[config.mk]
export PLATFORM = sky130hd
export DESIGN_NAME = ascii_hex_command_parser
export DESIGN_NICKNAME = d
export VERILOG_FILES = /design/src/rtl/ahcp_pkg.sv /design/src/rtl/ahcp_parser.sv /design/src/rtl/ahcp_rsp_fifo.sv /design/src/rtl/ascii_hex_command_parser.sv
export SDC_FILE = /design/constraint.sdc
export NUM_CORES = 1
export LEC_CHECK = 0
export BUFFER_PORTS_ARGS = -buffer_cell sky130_fd_sc_hd__buf_2
export CORE_UTILIZATION = 55
export DETAILED_ROUTE_END_ITERATION = 6
export PLACE_DENSITY = 0.72
export SLEW_MARGIN = 25
export SYNTH_ARGS = -nofsm -noshare
export SYNTH_HDL_FRONTEND = slang
export SYNTH_HIERARCHICAL = 1
export SYNTH_SLANG_ARGS = --single-unit
[constraint.sdc]
create_clock -name clock -period 24 [get_ports clock]
set_input_delay 4.8 -clock clock [delete_from_list [all_inputs] [get_ports clock]]
set_output_delay 4.8 -clock clock [all_outputs]
set_load 0.01 [all_outputs]
[src/rtl/ahcp_pkg.sv]
// shared types, constants and tables for the ascii hex command parser
package ahcp_pkg;

   localparam int POSITION_MAX_DEF = 255;
   localparam int NUM_PREFIX = 12;
   localparam int FIRST_HEX = 6;
   localparam int HDR_LEN = 3;
   localparam int MAX_PFX_LEN = 12;

   // result queue depth, kept a power of two so the pointers wrap on their own
   localparam int RSP_DEPTH = 4;
   localparam int RSP_PTR_W = $clog2(RSP_DEPTH);
   localparam int RSP_CNT_W = $clog2(RSP_DEPTH + 1);

   localparam logic KIND_PAYLOAD = 1'b0;
   localparam logic KIND_VERDICT = 1'b1;

   typedef enum logic [3:0] {
      CODE_NONE, CODE_ESTOP, CODE_MANUAL, CODE_START, CODE_STOP, CODE_CALIBRATE,
      CODE_RESET, CODE_THROTTLE, CODE_SETPOINT, CODE_HEARTBEAT, CODE_PID, CODE_BIAS,
      CODE_CONFIG
   } command_type;

   // text is right justified: first character sits in the highest used byte
   localparam logic [MAX_PFX_LEN*8-1:0] PFX_TEXT [NUM_PREFIX] = '{
      "ES", "FC:MANUAL", "FC:START", "FC:STOP", "FC:CALIBRATE", "FC:RESET",
      "ST:", "SP:", "HB:", "TP:", "MB:", "CF:"
   };
   localparam logic [3:0] PFX_LEN [NUM_PREFIX] = '{
      4'd2, 4'd9, 4'd8, 4'd7, 4'd12, 4'd8, 4'd3, 4'd3, 4'd3, 4'd3, 4'd3, 4'd3
   };
   localparam logic [6:0] PAY_LEN [NUM_PREFIX] = '{
      7'd0, 7'd0, 7'd0, 7'd0, 7'd0, 7'd0, 7'd4, 7'd12, 7'd16, 7'd21, 7'd16, 7'd76
   };

   typedef struct packed {
      logic       result_kind;
      logic [3:0] command_code;
      logic [6:0] payload_index;
      logic [7:0] payload_value;
      logic [6:0] payload_count;
      logic       final_result;
   } result_type;

   // zero, one or two results produced by one accepted request
   typedef struct packed {
      logic [1:0] count;
      result_type first;
      result_type second;
   } push_type;

   function automatic logic [7:0] pfx_char(input int idx, input logic [3:0] pos);
      logic [MAX_PFX_LEN*8-1:0] text;
      int sh;
      text = PFX_TEXT[idx];
      sh = (int'(PFX_LEN[idx]) - 1 - int'(pos)) * 8;
      return text[sh +: 8];
   endfunction

   function automatic logic [3:0] nibble_of(input logic [7:0] c);
      logic [3:0] n;
      if (c >= "0" && c <= "9") begin
         n = 4'(c - 8'h30);
      end else if (c >= "A" && c <= "F") begin
         n = 4'(c - 8'h37);
      end else if (c >= "a" && c <= "f") begin
         n = 4'(c - 8'h57);
      end else begin
         n = 4'd0;
      end
      return n;
   endfunction

endpackage

[src/rtl/ahcp_parser.sv]
// per-character prefix matching, hex pair decoding and verdict generation
module ahcp_parser #(
   parameter int POSITION_MAX = ahcp_pkg::POSITION_MAX_DEF
) (
   input  logic              clock,
   input  logic              reset,
   input  logic              accept,
   input  logic [7:0]        in_byte,
   input  logic              last_byte,
   output ahcp_pkg::push_type push
);
   import ahcp_pkg::*;

   localparam int PosW = $clog2(POSITION_MAX + 1);
   localparam logic [PosW-1:0] PosMax = PosW'(POSITION_MAX);

   logic [PosW-1:0]       pos_ff, pos_in;
   logic [NUM_PREFIX-1:0] mask_ff, mask_in, mask_new;
   logic [3:0]            hn_ff, hn_in;

   logic            hit;
   logic [3:0]      sel;
   logic [PosW-1:0] k, kh, length;
   logic            in_hex, pair_done, found;
   logic [3:0]      vcode;
   logic [6:0]      vcnt;
   logic [3:0]      nib;
   result_type      pay_res, ver_res;

   always_comb begin
      mask_new = mask_ff;
      for (int i = 0; i < NUM_PREFIX; i++) begin
         if (pos_ff < PosW'(PFX_LEN[i]) && in_byte != pfx_char(i, pos_ff[3:0])) begin
            mask_new[i] = 1'b0;
         end
      end

      // first payload header still alive
      hit = 1'b0;
      sel = 4'd0;
      for (int i = FIRST_HEX; i < NUM_PREFIX; i++) begin
         if (!hit && mask_new[i]) begin
            hit = 1'b1;
            sel = 4'(i);
         end
      end

      nib = nibble_of(in_byte);
      k = pos_ff - PosW'(HDR_LEN);
      kh = k >> 1;
      in_hex = (pos_ff >= PosW'(HDR_LEN)) && hit;
      pair_done = in_hex && k[0] && (kh < PosW'(PAY_LEN[sel]));

      length = (pos_ff >= PosMax) ? PosMax : pos_ff + 1'b1;
      found = 1'b0;
      vcode = CODE_NONE;
      vcnt = 7'd0;
      for (int i = 0; i < NUM_PREFIX; i++) begin
         if (!found && mask_new[i] && PosW'(PFX_LEN[i]) <= length &&
             (i < FIRST_HEX ||
              length >= PosW'(HDR_LEN) + (PosW'(PAY_LEN[i]) << 1))) begin
            found = 1'b1;
            vcode = 4'(i + 1);
            vcnt = PAY_LEN[i];
         end
      end

      pay_res.result_kind   = KIND_PAYLOAD;
      pay_res.command_code  = sel + 4'd1;
      pay_res.payload_index = kh[6:0];
      pay_res.payload_value = {hn_ff, nib};
      pay_res.payload_count = 7'd0;
      pay_res.final_result  = !last_byte;

      ver_res.result_kind   = KIND_VERDICT;
      ver_res.command_code  = vcode;
      ver_res.payload_index = 7'd0;
      ver_res.payload_value = 8'd0;
      ver_res.payload_count = vcnt;
      ver_res.final_result  = 1'b1;

      push.first  = pair_done ? pay_res : ver_res;
      push.second = ver_res;
      push.count  = accept ? ({1'b0, pair_done} + {1'b0, last_byte}) : 2'd0;
   end

   always_comb begin
      pos_in  = pos_ff;
      mask_in = mask_ff;
      hn_in   = hn_ff;
      if (accept) begin
         if (last_byte) begin
            pos_in  = '0;
            mask_in = '1;
            hn_in   = 4'd0;
         end else begin
            pos_in  = (pos_ff < PosMax) ? pos_ff + 1'b1 : PosMax;
            mask_in = mask_new;
            hn_in   = (in_hex && !k[0]) ? nib : hn_ff;
         end
      end
   end

   always_ff @(posedge clock) begin
      if (reset) begin
         pos_ff  <= '0;
         mask_ff <= '1;
         hn_ff   <= 4'd0;
      end else begin
         pos_ff  <= pos_in;
         mask_ff <= mask_in;
         hn_ff   <= hn_in;
      end
   end

endmodule

[src/rtl/ahcp_rsp_fifo.sv]
// small result queue taking up to two results per cycle, one out per cycle
module ahcp_rsp_fifo (
   input  logic                 clock,
   input  logic                 reset,
   input  ahcp_pkg::push_type   push,
   input  logic                 pop,
   output ahcp_pkg::result_type head,
   output logic                 not_empty,
   output logic                 room_for_two
);
   import ahcp_pkg::*;

   result_type           entries_ff [RSP_DEPTH];
   logic [RSP_PTR_W-1:0] wr_ptr_ff, wr_ptr_in, rd_ptr_ff, rd_ptr_in;
   logic [RSP_CNT_W-1:0] count_ff, count_in;

   assign head = entries_ff[rd_ptr_ff];
   assign not_empty = (count_ff != '0);
   assign room_for_two = (count_ff <= RSP_CNT_W'(RSP_DEPTH - 2));

   always_comb begin
      wr_ptr_in = wr_ptr_ff + RSP_PTR_W'(push.count);
      rd_ptr_in = rd_ptr_ff + RSP_PTR_W'(pop);
      count_in  = count_ff + RSP_CNT_W'(push.count) - RSP_CNT_W'(pop);
   end

   always_ff @(posedge clock) begin
      if (push.count != 2'd0) begin
         entries_ff[wr_ptr_ff] <= push.first;
      end
      if (push.count == 2'd2) begin
         entries_ff[wr_ptr_ff + 1'b1] <= push.second;
      end
   end

   always_ff @(posedge clock) begin
      if (reset) begin
         wr_ptr_ff <= '0;
         rd_ptr_ff <= '0;
         count_ff  <= '0;
      end else begin
         wr_ptr_ff <= wr_ptr_in;
         rd_ptr_ff <= rd_ptr_in;
         count_ff  <= count_in;
      end
   end

endmodule

[src/rtl/ascii_hex_command_parser.sv]
// ascii hex command parser: one character per cycle, results leave through a 4-entry queue
// a request's results enter the queue at the edge that accepts it
// throughput: one request per cycle unless stalled; one result per cycle leaves the queue
// a last character that also completes a hex pair pushes two results in that cycle
// requests stall while the queue has room for fewer than two results
// reset (synchronous) empties the queue and restarts the message; requests stall during it
module ascii_hex_command_parser #(
   parameter int POSITION_MAX = ahcp_pkg::POSITION_MAX_DEF
) (
   input  logic       clock,
   input  logic       reset,
   input  logic       req_valid,
   output logic       req_stall,
   input  logic [7:0] req_in_byte,
   input  logic       req_last_byte,
   output logic       rsp_valid,
   input  logic       rsp_stall,
   output logic       rsp_result_kind,
   output logic [3:0] rsp_command_code,
   output logic [6:0] rsp_payload_index,
   output logic [7:0] rsp_payload_value,
   output logic [6:0] rsp_payload_count,
   output logic       rsp_final_result
);
   import ahcp_pkg::*;

   push_type   push;
   result_type head;
   logic       room_for_two, accept, pop;

   assign req_stall = reset || !room_for_two;
   assign accept = req_valid && !req_stall;
   assign pop = rsp_valid && !rsp_stall;

   ahcp_parser #(
      .POSITION_MAX(POSITION_MAX)
   ) u_parser (
      .clock(clock),
      .reset(reset),
      .accept(accept),
      .in_byte(req_in_byte),
      .last_byte(req_last_byte),
      .push(push)
   );

   ahcp_rsp_fifo u_fifo (
      .clock(clock),
      .reset(reset),
      .push(push),
      .pop(pop),
      .head(head),
      .not_empty(rsp_valid),
      .room_for_two(room_for_two)
   );

   assign rsp_result_kind   = head.result_kind;
   assign rsp_command_code  = head.command_code;
   assign rsp_payload_index = head.payload_index;
   assign rsp_payload_value = head.payload_value;
   assign rsp_payload_count = head.payload_count;
   assign rsp_final_result  = head.final_result;

endmodule

After elaboration in Yosys (flattened, before gate mapping)
Memories as Yosys holds them, arrays and structs flattened. A register that Yosys moved wholly into a read port is not among the register bits.
Cells that the tools add are included.
Word-level totals
  register bits after elaboration: 31
  bits in writable memories: 112
  bits in read-only memories: 112
  input bits: 13
  output and inout port bits: 30
  logic and storage cells: 233
  memories kept: 2
Cells by class
  $add $sub $neg: 18
  $lt $le $gt $ge: 29
  equality and inequality tests: 13
  shift operators: 12
  muxes and demuxes: 71
  bitwise gates (word level): 1
  reductions and logical operators: 81
Memories
  (no name shown): depth 16, width 7, rd ports 1, clocked after memory_dff 0, write ports 0, line ahcp_parser.sv:52  | pair_done = in_hex && k[0] && (kh < PosW'(PAY_LEN[sel]));
  u_fifo.entries_ff: depth 4, width 28, rd ports 1, clocked after memory_dff 1, write ports 2, line ahcp_rsp_fifo.sv:13  | result_type entries_ff [RSP_DEPTH];
Operator list (number)
  96-bit by 32-bit indexed part select with 8-bit output, first input constant: 12
  8-bit != test: 12
  4-bit two-way mux: 16
  1-bit logical AND: 55
  1-bit two-way mux: 34
  28-bit two-way mux: 1
  8-bit by 6-bit >= comparator with 1-bit output, second input constant: 3
  4-bit by 8-bit less-or-equal comparator with 1-bit output, first input constant: 3
  8-bit by 4-bit < comparator with 1-bit output, second input constant: 3
  8-bit two-way mux: 3
  1-bit zero test: 21
  7-bit two-way mux: 3
  3-bit two-way mux: 6
  8-bit by 7-bit >= comparator with 1-bit output, second input constant: 2
  8-bit >= comparator, second input constant: 2
  2-bit by 8-bit less-or-equal comparator with 1-bit output, first input constant: 2
  8-bit by 7-bit less-or-equal comparator with 1-bit output, second input constant: 2
  8-bit by 2-bit < comparator with 1-bit output, second input constant: 2
  5-bit two-way mux: 3
  12-bit two-way mux: 1
  3-bit by 4-bit subtractor with 5-bit output, first input constant: 2
  4-bit by 4-bit subtractor with 5-bit output, first input constant: 2
  8-bit by 1-bit adder with 8-bit output, second input constant: 1
  8-bit by 2-bit >= comparator with 1-bit output, second input constant: 1
  28 further kinds: 33

Depth between registers and ports, before layout
  depth after elaboration: 58
  mapped depth: 35
  mapped depth without buffers: 28

Cells and area by module
Netlist, hierarchy kept.
Modules (own cells, without submodules)
  ahcp_rsp_fifo: instances 1, cells an instance 314, area each 5992.0 um^2, sequential area each 3503.4 um^2
  ahcp_parser: instances 1, cells an instance 678, area each 4719.5 um^2, sequential area each 480.5 um^2
  ascii_hex_command_parser: instances 1, cells an instance 3, area each 21.3 um^2, sequential area each 0.0 um^2

Worst setup path after synthesis
No wires, ideal clock.
  path type: input port to flip-flop
  start point: in req_in_byte[5]
  end point: mem u_fifo/entries_ff[0][0] in the netlist's numbering (enable)
  library setup time: 0.456 ns
  data arrival time: 10.752 ns
  required time: 23.544 ns
  path slack: 12.792 ns
  stages on the path: 21
  buffers on the path: 3
  path through: clkbuf_1 > nand2_1 > a211oi_4 > o221ai_2 > o41ai_4 > a21o_1 > a21oi_1 > nor2_1 > ha_1 > ha_1 > mux2i_1 > ha_1 > o2111ai_1 > a211o_1 > and4_1 > buf_4 > buf_2 > ha_1 > and2_1 > nor2_1 > o31ai_1
RTL lines
  start: declaration: line ascii_hex_command_parser.sv:14  | input logic [7:0] req_in_byte,
  end: declaration: line ahcp_rsp_fifo.sv:13

==> flow_metrics.tcl <==
set metrics [dict create \
    status "finished clean" \
    drt-total-wl_um 26400 \
    grt_max_degree 47 \
    cp_slowest_cell "and4_1" \
    tns_ps 0 \
    grt_pass1_wl_um 42100 \
    synth_cells 995 \
    synth_mux_area_share_pct 20.3 \
    netlist_area_um2 10700 \
    rsz0062_at_grt "no" \
    end_kind "flip-flop" \
    synthDistinctLibCells 90 \
    dp.cells 1233 \
    htree_levels 4 \
    clkTransAtPathRegs_ps 60 \
    rr_startpoint "u_parser/pos_ff[2]$_SDFFE_PP0P_" \
    cp_top_family "simple AND/OR/NAND/NOR gates" \
    rr_worst_depth 25 \
    hold-path-endpoint "u_parser/hn_ff[3]$_SDFFE_PP0P_" \
    cts.sinks 143 \
    relSlewSlack_pct 40.3 \
    antenna_found_initial 0 \
    crit_fanout 29 \
    yosys.area_share.adder_pct 3.57 \
    arrival_ps 10700 \
    synth_flop_cell "edfxtp_1" \
    p_leak_uw 0.00438 \
    clockBufferDepth 2 \
    p_per_area_nw_per_um2 59.5 \
    synthXorXnorAreaFrac_pct 3.11 \
    cts_hold_buf 0 \
    cp_common_cell "ha_1" \
    hold_path_class "flip-flop to flip-flop" \
    cp_cell_sequence "buf_2 > clkinv_1 > nand2_1 > a41oi_1 > o221ai_2 > a31oi_2 > a22oi_1 > a21oi_1 > nor2_1 > ha_1 > ha_1 > mux2i_1 > ha_1 > a21oi_1 > nand2_1 > a211oi_1 > and4_1 > ha_1 > inv_1 > nor2_1 > and4bb_1 > buf_4 > o21bai_2 > buf_4" \
    slew_violations 0 \
    setup_viol 0 \
    seq_area_frac_synth_pct 37.1 \
    start_util_pct 56.8 \
    fin_cells 1265 \
    diodes 0 \
    yosys_warnings 6 \
    cp.depth 24 \
    synth_compound_area_share_pct 15.2 \
    period_needed_ps 10620 \
    hold_viol 0 \
    maxCapViolCount 0 \
    synth_top_family_by_area "multiplexers" \
    start_kind "primary input" \
    hp-start "u_parser/hn_ff[3]$_SDFFE_PP0P_" \
    postRouteAntennaNets 0 \
    place.port_buffers 42 \
    cts_inserted_buffers 17 \
    crit_type "primary input to flip-flop" \
    rrSetupSlack_ps 15690 \
    timing.fmax_ghz 0.0941 \
    cts_root_buf "clkbuf_16" \
    ios 43 \
    cts_resized 0 \
    post-route-drc-count 0 \
    dpl-instance-area_um2 10900 \
    cts_setup_buffers 0 \
    wl_per_cell_um 20.9 \
    required_ps 24070 \
    drtIter0Drc 581 \
    grt_overflow 0 \
    core-area_um2 18900 \
    grt_pass1_vias 7711 \
    nets 1035 \
    synth_edf_count 112 \
    drive_gt1_share_pct 26.9 \
    r2r-end "u_fifo/entries_ff[2][11]$_DFFE_PP_" \
    ys_async_sr_fraction_pct 0 \
    dieArea_um2 20100 \
    synth_seq_cells 143 \
    hpwl_um 17600 \
    period_share_pct 44.3 \
    synth_area_per_cell_um2 10.8 \
    holdPathStages 2 \
    clock_latency_ps 430 \
    fp.dieW_um 142 \
    dr_total_vias 8008 \
    crit_buf_inv 5 \
    synthSimpleGateAreaFrac_pct 14.0 \
    p_total_uw 683 \
    chipHeight_um 142 \
    gp_congestion 0.926 \
    worst_slew_pin_slew_ps 884 \
    critical-path-max-stage-delay_ps 570 \
    viasPerCell 6.33 \
    grt_usage_pct 27.2 \
    rows 50 \
    area_delta_synth_final_pct 7.05 \
    finClkSkew_ps 10.7 \
    stdcell_area_um2 11500 \
    tritoncts "done" \
    vdd_drop_max_mv 0.0495 \
    firstDrtPassIters 5 \
]
[flip-flops by register name, summed over array words and instances, names as in the netlist]
| name | cells |
|---|---|
| u_parser/mask_ff | 12 |
| u_fifo/entries_ff | 112 |
| u_parser/pos_ff | 8 |
| u_fifo/rd_ptr_ff | 2 |
| u_fifo/count_ff | 3 |
| u_parser/hn_ff | 4 |
| u_fifo/wr_ptr_ff | 2 |
[metal layers]
layer	GRT usage (%)	share of wire (%)	vias to the layer above
li1	-	-	3764
met1	38.5	46	3909
met2	42.1	45	284
met3	4.05	5.6	51
met4	10.7	2.9	0
met5	0	0	-
[cell usage in the layout (no fill, tap or decap), drive strengths merged, types with 21 or more instances in the layout]
cell type / count
xnor2: 22
conb: 21
buf: 61
edfxtp: 112
nand2: 51
dfxtp: 31
mux4: 28
mux2: 121
a21oi: 36
nand2b: 27
nor2: 54
o21ai: 40
inv: 35
ha: 29
[stage by stage]
stage	worst slack (ps)	hold slack [ps]	util [%]
2_1_floorplan	12790	427	-
3_3_place_gp	13200	439	57.8
3_5_place_dp	12950	445	57.8
4_1_cts	13390	452	60.8
5_1_grt	12900	489	60.8
6_report	13380	449	60.8
[worst reg2reg max path, cell delays in order (launching register included)]
cell and delay, ps:
dfxtp_1 310, buf_4 390, inv_1 460, ha_1 560
or4_1 790, a211oi_4 390, o221ai_2 210, o41ai_4 550
a21o_1 190, a21oi_1 70, nor2_1 270, ha_1 270
ha_1 170, mux2i_1 60, ha_1 190, a21oi_1 140
nand2_1 70, a211oi_1 240, and4_1 570, ha_1 240
inv_1 80, nor2_1 420, and4bb_1 260, buf_4 430
o21bai_2 210, buf_4 410
[layout make-up]
cell class	count	area, um2
clock buffer	17	425
clock inverter	15	146
fill	1540	7400
inverter	28	105
multi-input combinational	741	6150
sequential	143	3990
tap	260	325
timing repair buffer	61	353
[cells in the mapped netlist, types with 10 or more instances]
library cell / count / share of area, %
buf_4: 27 / 1.9
mux2_4: 30 / 4.2
xor2_1: 11 / 0.90
inv_1: 24 / 0.84
clkbuf_1: 47 / 1.6
a211oi_1: 16 / 1.1
edfxtp_1: 112 / 31
nor2_1: 54 / 1.9
mux4_2: 28 / 5.9
o22ai_1: 11 / 0.64
nand3_1: 11 / 0.51
a21oi_1: 36 / 1.7
a31oi_1: 16 / 0.93
xnor2_1: 22 / 1.8
ha_1: 29 / 3.4
buf_2: 10 / 0.47
dfxtp_1: 31 / 5.8
nand2_1: 51 / 1.8
o21ai_0: 37 / 1.7
nor2b_1: 17 / 0.99
and2_1: 18 / 1.0
nand4_1: 14 / 0.82
mux2_2: 87 / 9.1
nor3_1: 20 / 0.93
nand2b_1: 26 / 1.5
[where the power goes]
part,internal [uW],switching (uW)
clock,146,111
combinational,67.7,75.7
sequential,273,10.3
total,487,197
[cells by family (layout without fill, tap and decap cells)]
| family | Yosys count | after routing |
|---|---|---|
| AO/OA/AOI/OAI | 225 | 225 |
| adder cells (fa/ha/maj) | 30 | 30 |
| XOR/XNOR | 35 | 35 |
| other | 2 | 21 |
| flip-flops | 143 | 143 |
| AND/OR/NAND/NOR | 274 | 274 |
| buffers and inverters | 130 | 121 |
| multiplexers | 156 | 156 |
[worst max-delay path by stage]
| stage | end | start |
|---|---|---|
| floorplan | u_fifo/entries_ff[0][0]$_DFFE_PP_ | req_in_byte[5] |
| global placement | u_fifo/entries_ff[3][5]$_DFFE_PP_ | req_in_byte[4] |
| detailed placement | u_fifo/entries_ff[3][5]$_DFFE_PP_ | req_in_byte[4] |
| CTS | u_fifo/entries_ff[3][5]$_DFFE_PP_ | req_in_byte[4] |
| global route | u_fifo/entries_ff[2][17]$_DFFE_PP_ | req_in_byte[4] |
| finish | u_fifo/entries_ff[2][11]$_DFFE_PP_ | req_in_byte[4] |
Power figures use the tool's default switching activity.
